$ cat config.mk
export PLATFORM = sky130hd
export DESIGN_NAME = sector_cache_clock_replacement_unit
export DESIGN_NICKNAME = d
export VERILOG_FILES = /design/src/rtl/core/scc_pkg.sv /design/src/rtl/core/sector_cache_clock_replacement_unit.sv /design/src/rtl/core/scc_datapath.sv /design/src/rtl/core/scc_ctrl.sv
export VERILOG_INCLUDE_DIRS = /design/src /design/src/rtl/core
export SDC_FILE = /design/constraint.sdc
export NUM_CORES = 1
export LEC_CHECK = 0
export BUFFER_PORTS_ARGS = -buffer_cell sky130_fd_sc_hd__buf_2
export CORE_MARGIN = 2
export CORE_UTILIZATION = 55
export CTS_BUF_LIST = sky130_fd_sc_hd__clkbuf_2
export CTS_CLUSTER_DIAMETER = 100
export DETAILED_ROUTE_END_ITERATION = 10
export PLACE_DENSITY = 0.72
export SLEW_MARGIN = 20
export SYNTH_ARGS = -nofsm -noshare
export SYNTH_HDL_FRONTEND = slang
export SYNTH_SLANG_ARGS = --single-unit
export TNS_END_PERCENT = 20
$ cat constraint.sdc
create_clock -name i_clk -period 8 [get_ports i_clk]
set_clock_uncertainty 0.2 [all_clocks]
set_input_delay 1.6 -clock i_clk [delete_from_list [all_inputs] [get_ports i_clk]]
set_output_delay 1.6 -clock i_clk [all_outputs]
set_load 0.02 [all_outputs]
$ cat src/rtl/core/sector_cache_clock_replacement_unit_macros.svh
// Assertion macros shared by the sector cache clock replacement unit.
// Included by the controller, which carries the concurrent assertions; no other dependencies.
`ifndef SECTOR_CACHE_CLOCK_REPLACEMENT_UNIT_MACROS_SVH
`define SECTOR_CACHE_CLOCK_REPLACEMENT_UNIT_MACROS_SVH

// The consequent holds in the same cycle as the antecedent.
`define SCC_ASSERT_SAME(label, clk, rst_n, ante, cons, msg) \
    label: assert property (@(posedge clk) disable iff (!rst_n) (ante) |-> (cons)) \
        else $error(msg);

// The consequent holds in the cycle after the antecedent.
`define SCC_ASSERT_NEXT(label, clk, rst_n, ante, cons, msg) \
    label: assert property (@(posedge clk) disable iff (!rst_n) (ante) |=> (cons)) \
        else $error(msg);

`endif

$ cat src/rtl/core/scc_pkg.sv
// Shared types and constants of the sector cache clock replacement unit.
// No dependencies; imported by the controller, the datapath and the top level.
package scc_pkg;

    localparam int NUM_SLOTS    = 8;
    localparam int SLOT_BITS    = 3;
    localparam int SECTOR_BITS  = 24;
    localparam int SWEEP_FACTOR = 2;
    localparam int SWEEP_LEN    = SWEEP_FACTOR * NUM_SLOTS;
    localparam int CNT_BITS     = $clog2(SWEEP_LEN);
    localparam int CMD_BITS     = 3;
    localparam int STATUS_BITS  = 2;
    localparam int IN_DATA_W    = 24;
    localparam int OUT_DATA_W   = 32;

    // Request commands.
    typedef enum logic [CMD_BITS-1:0] {
        CMD_READ  = 3'd0,
        CMD_WRITE = 3'd1,
        CMD_PIN   = 3'd2,
        CMD_UNPIN = 3'd3,
        CMD_FLUSH = 3'd4
    } t_cmd;

    // Result status codes.
    typedef enum logic [STATUS_BITS-1:0] {
        STS_HIT       = 2'd0,
        STS_FILLED    = 2'd1,
        STS_ALLPINNED = 2'd2,
        STS_NOTFOUND  = 2'd3
    } t_status;

    // Kind of result item that the datapath loads into the output register.
    typedef enum logic [2:0] {
        EM_ZERO       = 3'd0,
        EM_HIT        = 3'd1,
        EM_NOTFOUND   = 3'd2,
        EM_ALLPINNED  = 3'd3,
        EM_VICTIM     = 3'd4,
        EM_FLUSH_ITEM = 3'd5
    } t_emit_kind;

    // Commands from the controller to the datapath.
    typedef struct packed {
        logic       capture;
        logic       emit;
        t_emit_kind kind;
        logic       sweep_start;
        logic       flush_start;
        logic       step;
    } t_dp_cmd;

    // Status from the datapath to the controller.
    typedef struct packed {
        logic [CMD_BITS-1:0] cmd;
        logic                hit;
        logic                victim;
        logic                sweep_end;
        logic                flush_mod;
        logic                flush_last;
        logic                mod_none;
        logic                out_free;
    } t_dp_sts;

endpackage

$ cat src/rtl/core/sector_cache_clock_replacement_unit.sv
// A hit or unpin result is loaded into the output register from the lookup state once the
// output register is free. Flush with no modified slot gives a single zero item.
// A miss sweeps the clock hand, at most 16 steps; all slots pinned gives an all-pinned result.
// Flush scans a slot per cycle from slot 0, held by a full output; one item per modified slot.
// Throughput: one request at a time; the next is taken the cycle after the last item is loaded.
// Reset: synchronous, active low; all slots unallocated and marked, hand at slot 0, no result.
module sector_cache_clock_replacement_unit (
    input  logic                           i_clk,
    input  logic                           i_rst_n,
    input  logic                           i_s_tvalid,
    output logic                           o_s_tready,
    input  logic [scc_pkg::IN_DATA_W-1:0]  i_s_tdata,  // [23:0] sector
    input  logic [scc_pkg::CMD_BITS-1:0]   i_s_tuser,  // [2:0] command
    output logic                           o_m_tvalid,
    input  logic                           i_m_tready,
    output logic [scc_pkg::OUT_DATA_W-1:0] o_m_tdata,
    // [1:0] status, [4:2] slot, [5] writeback_valid, [29:6] writeback_sector,
    // [30] fill_valid, [31] zero
    output logic                           o_m_tlast
);
    import scc_pkg::*;

    t_dp_cmd ctl;
    t_dp_sts sts;

    // Request sequencing.
    scc_ctrl u_ctrl (
        .i_clk      (i_clk),
        .i_rst_n    (i_rst_n),
        .i_s_tvalid (i_s_tvalid),
        .o_s_tready (o_s_tready),
        .i_sts      (sts),
        .o_ctl      (ctl)
    );

    // Tags, flags and result register.
    scc_datapath u_datapath (
        .i_clk       (i_clk),
        .i_rst_n     (i_rst_n),
        .i_cmd_in    (i_s_tuser),
        .i_sector_in (i_s_tdata),
        .i_ctl       (ctl),
        .o_sts       (sts),
        .i_m_tready  (i_m_tready),
        .o_m_tvalid  (o_m_tvalid),
        .o_m_tdata   (o_m_tdata),
        .o_m_tlast   (o_m_tlast)
    );

endmodule

$ cat src/rtl/core/scc_datapath.sv
// Datapath of the sector cache clock replacement unit: tag store, slot flags,
// clock hand, sweep and scan index, and the result output register. Uses scc_pkg.
module scc_datapath (
    input  logic                          i_clk,
    input  logic                          i_rst_n,
    input  logic [scc_pkg::CMD_BITS-1:0]  i_cmd_in,
    input  logic [scc_pkg::IN_DATA_W-1:0] i_sector_in,
    input  scc_pkg::t_dp_cmd              i_ctl,
    output scc_pkg::t_dp_sts              o_sts,
    input  logic                          i_m_tready,
    output logic                          o_m_tvalid,
    output logic [scc_pkg::OUT_DATA_W-1:0] o_m_tdata,
    output logic                          o_m_tlast
);
    import scc_pkg::*;

    // Slot state.
    logic [SECTOR_BITS-1:0] r_tag [NUM_SLOTS];
    logic [NUM_SLOTS-1:0]   r_unalloc;
    logic [NUM_SLOTS-1:0]   r_repl;
    logic [NUM_SLOTS-1:0]   r_pinned;
    logic [NUM_SLOTS-1:0]   r_mod;
    logic [SLOT_BITS-1:0]   r_hand;

    // Request and walk registers.
    logic [CMD_BITS-1:0]    r_cmd;
    logic [SECTOR_BITS-1:0] r_sector;
    logic [SLOT_BITS-1:0]   r_idx;
    logic [CNT_BITS-1:0]    r_cnt;

    // Output register.
    logic                   r_out_valid;
    logic [OUT_DATA_W-1:0]  r_out_data;
    logic                   r_out_last;

    logic                   hit;
    logic [SLOT_BITS-1:0]   hit_idx;
    logic                   above_mod;
    logic [SLOT_BITS-1:0]   idx_inc;
    logic [SECTOR_BITS-1:0] cur_tag;
    logic                   out_free;

    t_status                e_status;
    logic [SLOT_BITS-1:0]   e_slot;
    logic                   e_wbv;
    logic [SECTOR_BITS-1:0] e_wbsec;
    logic                   e_fill;
    logic                   e_last;

    // Lookup: lowest allocated slot whose tag matches the requested sector.
    always_comb begin
        hit     = 1'b0;
        hit_idx = '0;
        for (int i = NUM_SLOTS - 1; i >= 0; i--) begin
            if (!r_unalloc[i] && (r_tag[i] == r_sector)) begin
                hit     = 1'b1;
                hit_idx = SLOT_BITS'(i);
            end
        end
    end

    // A modified slot above the scan index means this flush item is not the final one.
    always_comb begin
        above_mod = 1'b0;
        for (int j = 0; j < NUM_SLOTS; j++) begin
            if ((SLOT_BITS'(j) > r_idx) && r_mod[j]) begin
                above_mod = 1'b1;
            end
        end
    end

    assign idx_inc  = (r_idx == SLOT_BITS'(NUM_SLOTS - 1)) ? '0 : r_idx + 1'b1;
    assign cur_tag  = r_tag[r_idx];
    assign out_free = !r_out_valid || i_m_tready;

    // Status towards the controller.
    always_comb begin
        o_sts.cmd        = r_cmd;
        o_sts.hit        = hit;
        o_sts.victim     = r_repl[r_idx] && !r_pinned[r_idx];
        o_sts.sweep_end  = (r_cnt == CNT_BITS'(SWEEP_LEN - 1));
        o_sts.flush_mod  = r_mod[r_idx];
        o_sts.flush_last = !above_mod;
        o_sts.mod_none   = (r_mod == '0);
        o_sts.out_free   = out_free;
    end

    // Fields of the result item about to be emitted.
    always_comb begin
        e_status = STS_HIT;
        e_slot   = '0;
        e_wbv    = 1'b0;
        e_wbsec  = '0;
        e_fill   = 1'b0;
        e_last   = 1'b1;
        case (i_ctl.kind)
            EM_HIT: begin
                e_slot = hit_idx;
            end
            EM_NOTFOUND: begin
                e_status = STS_NOTFOUND;
            end
            EM_ALLPINNED: begin
                e_status = STS_ALLPINNED;
            end
            EM_VICTIM: begin
                e_status = STS_FILLED;
                e_slot   = r_idx;
                e_wbv    = r_mod[r_idx];
                e_wbsec  = r_mod[r_idx] ? cur_tag : '0;
                e_fill   = 1'b1;
            end
            EM_FLUSH_ITEM: begin
                e_slot  = r_idx;
                e_wbv   = 1'b1;
                e_wbsec = cur_tag;
                e_last  = !above_mod;
            end
            default: begin
                e_last = 1'b1;
            end
        endcase
    end

    // Request capture, walk index and sweep counter.
    always_ff @(posedge i_clk) begin
        if (i_ctl.capture) begin
            r_cmd    <= i_cmd_in;
            r_sector <= i_sector_in[SECTOR_BITS-1:0];
        end
        if (i_ctl.sweep_start) begin
            r_idx <= r_hand;
            r_cnt <= '0;
        end else if (i_ctl.flush_start) begin
            r_idx <= '0;
        end else if (i_ctl.step) begin
            r_idx <= idx_inc;
            r_cnt <= r_cnt + 1'b1;
        end
    end

    // Tag store: written only when a victim takes the new sector.
    always_ff @(posedge i_clk) begin
        if (i_ctl.emit && (i_ctl.kind == EM_VICTIM)) begin
            r_tag[r_idx] <= r_sector;
        end
    end

    // Slot flags and clock hand.
    always_ff @(posedge i_clk) begin
        if (!i_rst_n) begin
            r_unalloc <= '1;
            r_repl    <= '1;
            r_pinned  <= '0;
            r_mod     <= '0;
            r_hand    <= '0;
        end else begin
            if (i_ctl.emit && (i_ctl.kind == EM_HIT)) begin
                case (r_cmd)
                    CMD_READ: begin
                        r_repl[hit_idx] <= 1'b0;
                    end
                    CMD_WRITE: begin
                        r_repl[hit_idx] <= 1'b0;
                        r_mod[hit_idx]  <= 1'b1;
                    end
                    CMD_PIN: begin
                        r_pinned[hit_idx] <= 1'b1;
                    end
                    CMD_UNPIN: begin
                        r_pinned[hit_idx] <= 1'b0;
                    end
                    default: begin
                        r_hand <= r_hand;
                    end
                endcase
            end else if (i_ctl.emit && (i_ctl.kind == EM_VICTIM)) begin
                r_unalloc[r_idx] <= 1'b0;
                r_repl[r_idx]    <= 1'b0;
                r_pinned[r_idx]  <= (r_cmd == CMD_PIN);
                r_mod[r_idx]     <= (r_cmd == CMD_WRITE) || (r_cmd == CMD_PIN);
                r_hand           <= r_idx;
            end else if (i_ctl.step && i_ctl.sweep_start == 1'b0 && !r_repl[r_idx]
                         && (r_cmd != CMD_FLUSH)) begin
                // A sweep step gives an unmarked slot its second chance.
                r_repl[r_idx] <= 1'b1;
            end
        end
    end

    // Output register: loads a result when the previous one is taken or absent.
    always_ff @(posedge i_clk) begin
        if (!i_rst_n) begin
            r_out_valid <= 1'b0;
        end else if (i_ctl.emit) begin
            r_out_valid <= 1'b1;
        end else if (i_m_tready) begin
            r_out_valid <= 1'b0;
        end
    end

    always_ff @(posedge i_clk) begin
        if (i_ctl.emit) begin
            r_out_data <= {1'b0, e_fill, e_wbsec, e_wbv, e_slot, e_status};
            r_out_last <= e_last;
        end
    end

    assign o_m_tvalid = r_out_valid;
    assign o_m_tdata  = r_out_data;
    assign o_m_tlast  = r_out_last;

endmodule

$ cat src/rtl/core/scc_ctrl.sv
// Controller of the sector cache clock replacement unit: the request state machine
// that sequences lookup, clock sweep and flush scan. Uses scc_pkg and the macro header.
`include "sector_cache_clock_replacement_unit_macros.svh"

module scc_ctrl (
    input  logic             i_clk,
    input  logic             i_rst_n,
    input  logic             i_s_tvalid,
    output logic             o_s_tready,
    input  scc_pkg::t_dp_sts i_sts,
    output scc_pkg::t_dp_cmd o_ctl
);
    import scc_pkg::*;

    typedef enum logic [4:0] {
        ST_IDLE   = 5'b00001,
        ST_LOOKUP = 5'b00010,
        ST_SWEEP  = 5'b00100,
        ST_FAIL   = 5'b01000,
        ST_FLUSH  = 5'b10000
    } t_state;

    t_state r_state;
    t_state n_state;

    // Next state and datapath commands.
    always_comb begin
        n_state           = r_state;
        o_ctl.capture     = 1'b0;
        o_ctl.emit        = 1'b0;
        o_ctl.kind        = EM_ZERO;
        o_ctl.sweep_start = 1'b0;
        o_ctl.flush_start = 1'b0;
        o_ctl.step        = 1'b0;
        o_s_tready        = (r_state == ST_IDLE);
        case (r_state)
            ST_IDLE: begin
                if (i_s_tvalid) begin
                    o_ctl.capture = 1'b1;
                    n_state       = ST_LOOKUP;
                end
            end
            ST_LOOKUP: begin
                case (i_sts.cmd)
                    CMD_READ, CMD_WRITE, CMD_PIN: begin
                        if (!i_sts.hit) begin
                            o_ctl.sweep_start = 1'b1;
                            n_state           = ST_SWEEP;
                        end else if (i_sts.out_free) begin
                            o_ctl.emit = 1'b1;
                            o_ctl.kind = EM_HIT;
                            n_state    = ST_IDLE;
                        end
                    end
                    CMD_UNPIN: begin
                        if (i_sts.out_free) begin
                            o_ctl.emit = 1'b1;
                            o_ctl.kind = i_sts.hit ? EM_HIT : EM_NOTFOUND;
                            n_state    = ST_IDLE;
                        end
                    end
                    CMD_FLUSH: begin
                        if (!i_sts.mod_none) begin
                            o_ctl.flush_start = 1'b1;
                            n_state           = ST_FLUSH;
                        end else if (i_sts.out_free) begin
                            o_ctl.emit = 1'b1;
                            o_ctl.kind = EM_ZERO;
                            n_state    = ST_IDLE;
                        end
                    end
                    default: begin
                        // Unused command codes give a single empty item.
                        if (i_sts.out_free) begin
                            o_ctl.emit = 1'b1;
                            o_ctl.kind = EM_ZERO;
                            n_state    = ST_IDLE;
                        end
                    end
                endcase
            end
            ST_SWEEP: begin
                if (i_sts.victim) begin
                    if (i_sts.out_free) begin
                        o_ctl.emit = 1'b1;
                        o_ctl.kind = EM_VICTIM;
                        n_state    = ST_IDLE;
                    end
                end else begin
                    o_ctl.step = 1'b1;
                    if (i_sts.sweep_end) begin
                        n_state = ST_FAIL;
                    end
                end
            end
            ST_FAIL: begin
                if (i_sts.out_free) begin
                    o_ctl.emit = 1'b1;
                    o_ctl.kind = EM_ALLPINNED;
                    n_state    = ST_IDLE;
                end
            end
            ST_FLUSH: begin
                if (!i_sts.flush_mod) begin
                    o_ctl.step = 1'b1;
                end else if (i_sts.out_free) begin
                    o_ctl.emit = 1'b1;
                    o_ctl.kind = EM_FLUSH_ITEM;
                    if (i_sts.flush_last) begin
                        n_state = ST_IDLE;
                    end else begin
                        o_ctl.step = 1'b1;
                    end
                end
            end
            default: begin
                n_state = ST_IDLE;
            end
        endcase
    end

    // State register.
    always_ff @(posedge i_clk) begin
        if (!i_rst_n) begin
            r_state <= ST_IDLE;
        end else begin
            r_state <= n_state;
        end
    end

    // A result is only loaded when the output register can take it.
    `SCC_ASSERT_SAME(a_emit_free, i_clk, i_rst_n, o_ctl.emit, i_sts.out_free, "emit while output full")
    // A captured request is looked up in the next cycle.
    `SCC_ASSERT_NEXT(a_capture_lookup, i_clk, i_rst_n, o_ctl.capture, r_state == ST_LOOKUP, "capture not followed by lookup")
    // An installed victim ends the request.
    `SCC_ASSERT_NEXT(a_victim_done, i_clk, i_rst_n, o_ctl.emit && (o_ctl.kind == EM_VICTIM), r_state == ST_IDLE, "victim did not end request")

endmodule
After elaboration in Yosys (flattened, before gate mapping):

Memory sizes are Yosys's and may differ from the RTL's. A register that Yosys moved wholly into a read port is not among the register bits.
Index checks and enable logic that the tools add are counted.

* memory bits (writable): 192
* bits in read-only memories: 0
* memories: 1
* output and inout bits: 35
* input port bits: 31
* latch bits: 0
* flip-flop bits (word level): 107
* word-level logic and storage cells: 223

Memory list
* u_datapath.r_tag: words 8, bits a word 24, read ports 9, clocked after Yosys merged registers in 1, wr ports 1, RTL line scc_datapath.sv:18 `logic [SECTOR_BITS-1:0] r_tag [NUM_SLOTS];`

* bitwise gates (word level): 12
* div/mod/pow operators: 0
* multiply operators: 0
* shifts and indexed selects: 0
* equal/unequal tests: 33
* add/sub/neg operators: 2
* reduce and logical (&&, ||, !) cells: 53
* multiplexer cells: 97
* magnitude comparators: 12

Operator list (count)
* 24-bit == test: 8
* 8-bit two-way mux: 9
* 24-bit one-hot mux with 2 select lines: 1
* 5-bit two-way mux: 9
* 4-bit two-way mux: 10
* 3-bit two-way mux: 13
* 1-bit two-way mux: 36
* 8-bit AND: 4
* 5-bit one-hot mux with 5 select lines: 1
* 1-bit logical AND: 24
* 24-bit two-way mux: 1
* 8-bit bitwise OR: 3
* 8-bit bitwise mux: 2
* 8-bit NOT: 2
* 4-bit one-hot mux with 4 select lines: 1
* 8-bit one-hot mux with 2 select lines: 1
* 3-bit by 2-bit == test with 1-bit output (second input constant): 4
* 3-bit == test (second input constant): 4
* 3-bit greater-than comparator (first input constant): 4
* 1-bit logical NOT: 12
* 4-bit one-hot mux with 3 select lines: 1
* 5-bit one-hot mux with 2 select lines: 1
* 2-bit AND reduction: 5
* 1-bit binary-select mux with 3-bit select: 3
* 30 further kinds: 50

Longest topological paths before layout:

Gate-level depths: netlist of the first run.
An unclocked memory read counts as a cell.

* depth in word-level cells: 21
* mapped depth: 12

Hierarchy:

From an unflattened synthesis of the first run, not the netlist that was laid out.

* cell total of the unflattened synthesis: 1075
* area, all modules: 14515.2 µm²

Modules (own cells, without submodules)
* scc_datapath: area an instance 14004.7 µm², cells an instance 1011, sequential area each 8488.1 µm², instances 1
* scc_ctrl: area an instance 510.5 µm², cells an instance 64, sequential area each 100.1 µm², instances 1

Least setup slack after synthesis of the first run:

Ideal clock, no wire load.

* kind: in2reg
* start point: input port i_m_tready
* end point: register u_datapath.r_out_valid, in the netlist u_datapath.o_m_tvalid
* data arrival time: 3597 ps
* data required time: 7679 ps
* buffers on the path: 0
* path slack: 4082 ps
* stages on the path: 6
* path through: nand2b_1 and2_1 nor2b_1 nand2b_1 nand3b_1 o21a_1

RTL lines
* from (decl): RTL line sector_cache_clock_replacement_unit.sv:15 `input logic i_m_tready,`
* to (signal assigned): RTL line scc_datapath.sv:194 `r_out_valid <= 1'b0;`
* to (signal assigned): RTL line scc_datapath.sv:196 `r_out_valid <= 1'b1;`
* to (signal assigned): RTL line scc_datapath.sv:198 `r_out_valid <= 1'b0;`
* to (decl): RTL line scc_datapath.sv:32 `logic r_out_valid;`

==> metrics.txt, run 1 <==
Clock Path Buffers=3; Fill cells=2,038; power share of the clock group=0.351; P_int=2.208 mW; CTS buffer count=76; Starting Density=0.5581; Routed Antenna Nets=0; final worst-path cycle share=0.5530; Yosys Warn Count=0; largest family of logic cells by synthesized area=XOR/XNOR gates; Req. time, crit path=8.59 ns; Layout Area Growth over Synthesis=8.748%; M1 GR Usage=0.3857; DR vias/cell=6.183; crit path DAT=5.02 ns; CTS sink cnt=302; Core Footprint=25,910 um^2; register area share after synthesis=0.5939; Sw Ratio=0.2577; die footprint=27,600 um^2; logic gate share of total power=0.050; Max IR drop VDD=0.0001370 V; Syn Inst Count=1,053; number of DRC markers in iteration 0=1,205; post-synthesis adder-cell area fraction=0.004326; die height=166.1 um; site row count=59; XOR/XNOR Fraction of Synth Area=0.1193; fmax=226.0 MHz; mux contribution to synthesized area=0.1041; Max-Cap Viols=0; Avg Inst Size Synth=13.73 um^2; Layout Utilization=0.6069; Die X=166.1 um; crit-path max FO=20; gr usage total=0.2802; Total Negative Setup Slacks=0 ns; GR peak layer=met2; critical path type=flop to flop; final RePlAce weighted congestion=0.9376; status=completed; Setup violations, final=0; post-route setup slack=3.576 ns; Post-synth EDFFs=254; RSZ-0062 raised after global routing=no; Synth Flop Type=edfxtp_1; ys async rst share=0; Synth Net Count=1,089; # port buffers=64; CTS resizes=0; total wire length=38,850 um; DRC Markers=0; synth cell count leaders=edfxtp_1, xnor2_1, xor2_1, nor2_1, mux4_2; hold slack=0.2715 ns; Clk pin slew, worst setup/hold paths=0.11 ns; CTS tree=done; Yosys top cell area share=0.5275; Post-CTS Hold Fix Bufs=0; Leak Pwr=5.333 nW; GRT overflow=0; detailed placer's ending HPWL=25,390 um; most instantiated library cell after synthesis=edfxtp_1; worst-margin pin slew=1.040 ns; Global Route met2 Usage=0.4330; DRT Pass-1 Iters=6; worst min path class=flop to flop; largest net degree at the start of global routing=49; Setup Buffers After CTS=0; Synth Area in Compound Gates=0.05365; DP Worst Slack=3.602 ns; Startpoint Class=flop; CTS root buf=clkbuf_2; final worst path period need=4.424 ns; Switching Power=766.6 uW; Yosys cell types=68; Mapped Area=14,460 um^2; htree depth=3; initial antenna violation count=2; final hold violation count=0; DR WL/cell=25.26 um; simple-gate share of the synthesized area=0.09786; routed vias=9,510; fin. max-slew vios=0; total power=2.975 mW; share of layout cells above drive strength 1=0.2265; met3 GRT Util=0.06339; Pwr Density=189.2 nW/um^2; Slew headroom=0.3063; crit end category=flop; Final #Nets=1,184; sequential share of power=0.599; flops & latches, synth=302; Worst-Skew Late Latency=0.90 ns; post-synth top area cell=edfxtp_1; top post-synthesis cells by area=edfxtp_1, mux4_2, xnor2_1; vias in the first global route=9,287; global-route wire length before repair=57,080 um; I/O pin count=66
==> placed cells by master (no fill, tap or decap), types with 28 or more instances in the layout <==
cell and instances:
mux2i_1 30, o21ai_0 28, nor2_1 66, nand4_1 32, mux4_2 51, nand2_1 43, xor2_1 85, xnor2_1 112
edfxtp_1 254, dfxtp_1 46, clkbuf_2 106, buf_2 64
==> cell families (layout without fill, tap and decap cells) <==
group	Yosys count	after routing
AOI/OAI and AO/OA	111	111
xor gates and xnor gates	197	197
adders and majority gates	5	5
buffers and inverters	78	226
DFF	302	302
muxes	86	86
other	1	3
and+or+nand+nor	273	273
==> critical path, cell delays in order (launching register included) <==
cell      delay [ns]
edfxtp_1        0.80
xor2_1          0.15
nor4_1          0.52
nand4_1         0.24
or4_4           0.61
and4_4          0.24
a21oi_4         0.49
mux2_2          0.43
or4_1           0.53
o211a_1         0.14
==> through the flow <==
step,cells,instance area (um^2)
global placement,1404,15000
detailed placement,1404,15000
CTS,1535,15690
floorplan,1053,14460
finish,1538,15730
global route,1537,15720
==> sequential cells by signal (all words and copies together), names as in the netlist, named ones only <==
register and flops:
u_datapath.r_tag 192, u_datapath.o_m_tdata 31, u_datapath.r_sector 24, u_datapath.r_mod 8
u_datapath.r_unalloc 8, u_ctrl.r_state 5, u_datapath.r_cnt 4, u_datapath.r_cmd 3
u_datapath.r_hand 3, u_datapath.r_idx 3, u_datapath.o_m_tlast 1, u_datapath.o_m_tvalid 1
==> power groups by stage <==
stage / combinational, mW / sequential [mW] / clock, mW
5_1_grt: 0.156 / 1.79 / 1.15
4_1_cts: 0.145 / 1.78 / 1.07
3_3_place_gp: 0.144 / 1.82 / 0
6_report: 0.149 / 1.78 / 1.04
2_1_floorplan: 0.124 / 1.78 / 0
3_5_place_dp: 0.144 / 1.82 / 0
==> path summary, 6_finish.rpt <==
check	slack [ns]	startpoint	cells past startpoint	end
worst max-delay path	3.58	u_datapath.r_sector[21]$_DFFE_PP_	9	flop
worst min-delay path	0.27	u_datapath.r_hand[1]$_SDFFE_PN0P_	2	u_datapath.r_hand[1]$_SDFFE_PN0P_
worst max register to register	3.58	u_datapath.r_sector[21]$_DFFE_PP_	9	flop
worst min register to register	0.27	u_datapath.r_hand[1]$_SDFFE_PN0P_	2	u_datapath.r_hand[1]$_SDFFE_PN0P_
==> per-layer routing <==
layer,vias up,wire (um)
li1,4200,-
met2,511,17960
met3,112,3406
met5,-,11
met1,4685,16050
met4,2,1424
==> layout make-up <==
| class | instances | area (um^2) | share of cell area |
|---|---|---|---|
| repair buffers | 78 | 445.4 | 0.02833 |
| well taps | 335 | 419.2 | 0.02665 |
| multi-input cells | 673 | 5507 | 0.3502 |
| clock buffers | 106 | 530.5 | 0.03374 |
| diodes | 2 | 5.005 | 0.0003183 |
| flip-flops and latches | 302 | 8593 | 0.5465 |
| inverters | 17 | 63.81 | 0.004058 |
| clock inverters | 25 | 161.4 | 0.01026 |
Power figures use the tool's default switching activity.
==> inputs of run 2 (changes only) <==
Settings changed: PLACE_DENSITY 0.72 to 0.75.
Clock period 8 ns to 4 ns, I/O delays scaled along.
==> metrics.txt, run 2 (synthesis gave the netlist of run 1 again) <==
CTS sink cnt=302; global-route wire length before repair=59,840 um; total power=6.071 mW; Core Footprint=25,910 um^2; detailed placer's ending HPWL=26,680 um; DRT Pass-1 Iters=7; DR WL/cell=24.47 um; Req. time, crit path=4.57 ns; die height=166.1 um; most frequent cells in the layout=edfxtp_1, xnor2_1, clkbuf_2; DR vias/cell=6.054; fin. max-slew vios=0; CTS resizes=0; DRC Markers=0; crit path DAT=4.34 ns; CP max-delay cell=edfxtp_1; Starting Density=0.5581; Crit path largest cell delay=0.57 ns; critical path type=flop to flop; commonest non-fill, non-tap cell in the layout=edfxtp_1; CTS buffer count=78; worst-margin pin slew=0.9345 ns; status=completed; Startpoint Class=flop; Max-Cap Viols=0; Setup violations, final=0; RSZ-0062 raised after global routing=no; final worst-path cycle share=0.9436; final worst path period need=3.774 ns; initial antenna violation count=1; gr usage total=0.2909; Worst-Skew Late Latency=0.93 ns; Layout Area Growth over Synthesis=14.70%; Die X=166.1 um; number of DRC markers in iteration 0=1,121; Final #Nets=1,273; Top reg by flops=u_datapath.r_tag; Pwr Density=366.0 nW/um^2; Clk pin slew, worst setup/hold paths=0.10 ns; crit-path max FO=10; vias in the first global route=9,897; crit-path cells=buf_4 > xor2_1 > nor4_1 > nand3_1 > nor4_1 > o211ai_1 > a31oi_1 > nor2_1 > or4_1 > o211a_1; site row count=59; crit end category=flop; post-route setup slack=0.2257 ns; worst reg2reg path depth=10; # port buffers=64; routed vias=9,917; GRT overflow=0; Leak Pwr=5.768 nW; Cells on Worst Hold Path=4; Max IR drop VDD=0.0002730 V; worst min path class=primary input to flop; fmax=264.9 MHz; most used cell, CP=nor4_1; largest net degree at the start of global routing=32; CTS tree=done; I/O pin count=66; Clock Path Buffers=3; htree depth=3; final RePlAce weighted congestion=0.9434; CTS root buf=clkbuf_2; total wire length=40,090 um; die footprint=27,600 um^2; share of layout cells above drive strength 1=0.2565; final hold violation count=0; Routed Antenna Nets=0; DP Worst Slack=0.1952 ns; Slew headroom=0.3770; Total Negative Setup Slacks=0 ns; max FFs per register=192
==> run 2: final cells by class <==
class / count / area, um^2
Inverter: 17 / 63.81
Clock buffer: 110 / 550.5
Sequential cell: 302 / 8594
Fill cell: 1929 / 9325
Antenna cell: 1 / 2.502
Multi-Input combinational cell: 673 / 5507
Clock inverter: 35 / 177.7
Tap cell: 335 / 419.2
Timing Repair Buffer: 165 / 1271
==> run 2: power by group <==
part	total (mW)	internal, mW	leakage (nW)	switching, mW
clock	2.15	0.825	0.536	1.33
combinational	0.404	0.171	2.59	0.233
sequential	3.52	3.45	2.64	0.0684
total	6.07	4.44	5.77	1.63
==> run 2: per-stage QoR <==
step / hold slack (ns) / cells / util / instance area, um^2
after detailed placement: 0.2512 / 1446 / 0.5960 / 15440
after global routing: 0.1384 / 1638 / 0.6401 / 16590
final: 0.1502 / 1638 / 0.6401 / 16590
after CTS: 0.08838 / 1618 / 0.6345 / 16440
after floorplan: 0.2366 / 1053 / - / 14460
after global placement: 0.2441 / 1446 / 0.5959 / 15440
==> run 2: final timing paths <==
check / from / to / slack [ns]
worst max-delay path: u_datapath.r_sector[4]$_DFFE_PP_ / flop / 0.23
worst min-delay path: i_m_tready / u_ctrl.r_state[3]$_SDFFE_PN0P_ / 0.15
worst max register to register: u_datapath.r_sector[4]$_DFFE_PP_ / flop / 0.23
worst min register to register: u_datapath.r_hand[2]$_SDFFE_PN0P_ / u_datapath.r_hand[2]$_SDFFE_PN0P_ / 0.26
==> run 2: timing repair <==
item,CTS,global route
hold endpoints to repair,27,0
setup endpoints to repair,0,2
buffers inserted,0,19
hold buffers,27,0
==> run 2: critical path: cells and delay by family (launching register included) <==
kind	cells	cell delay [ns]
AO/OA/AOI/OAI	3	0.93
XOR/XNOR	1	0.16
AND/OR/NAND/NOR	5	1.55
flip-flops	1	0.57
buffers and inverters	1	0.22
==> run 2: metal layers <==
metal	global-route usage	share of wire	up-vias
met5	0	0	-
met1	0.3907	0.40	4866
met4	0.1278	0.040	0
met3	0.06459	0.087	104
met2	0.4602	0.47	542
li1	-	-	4405
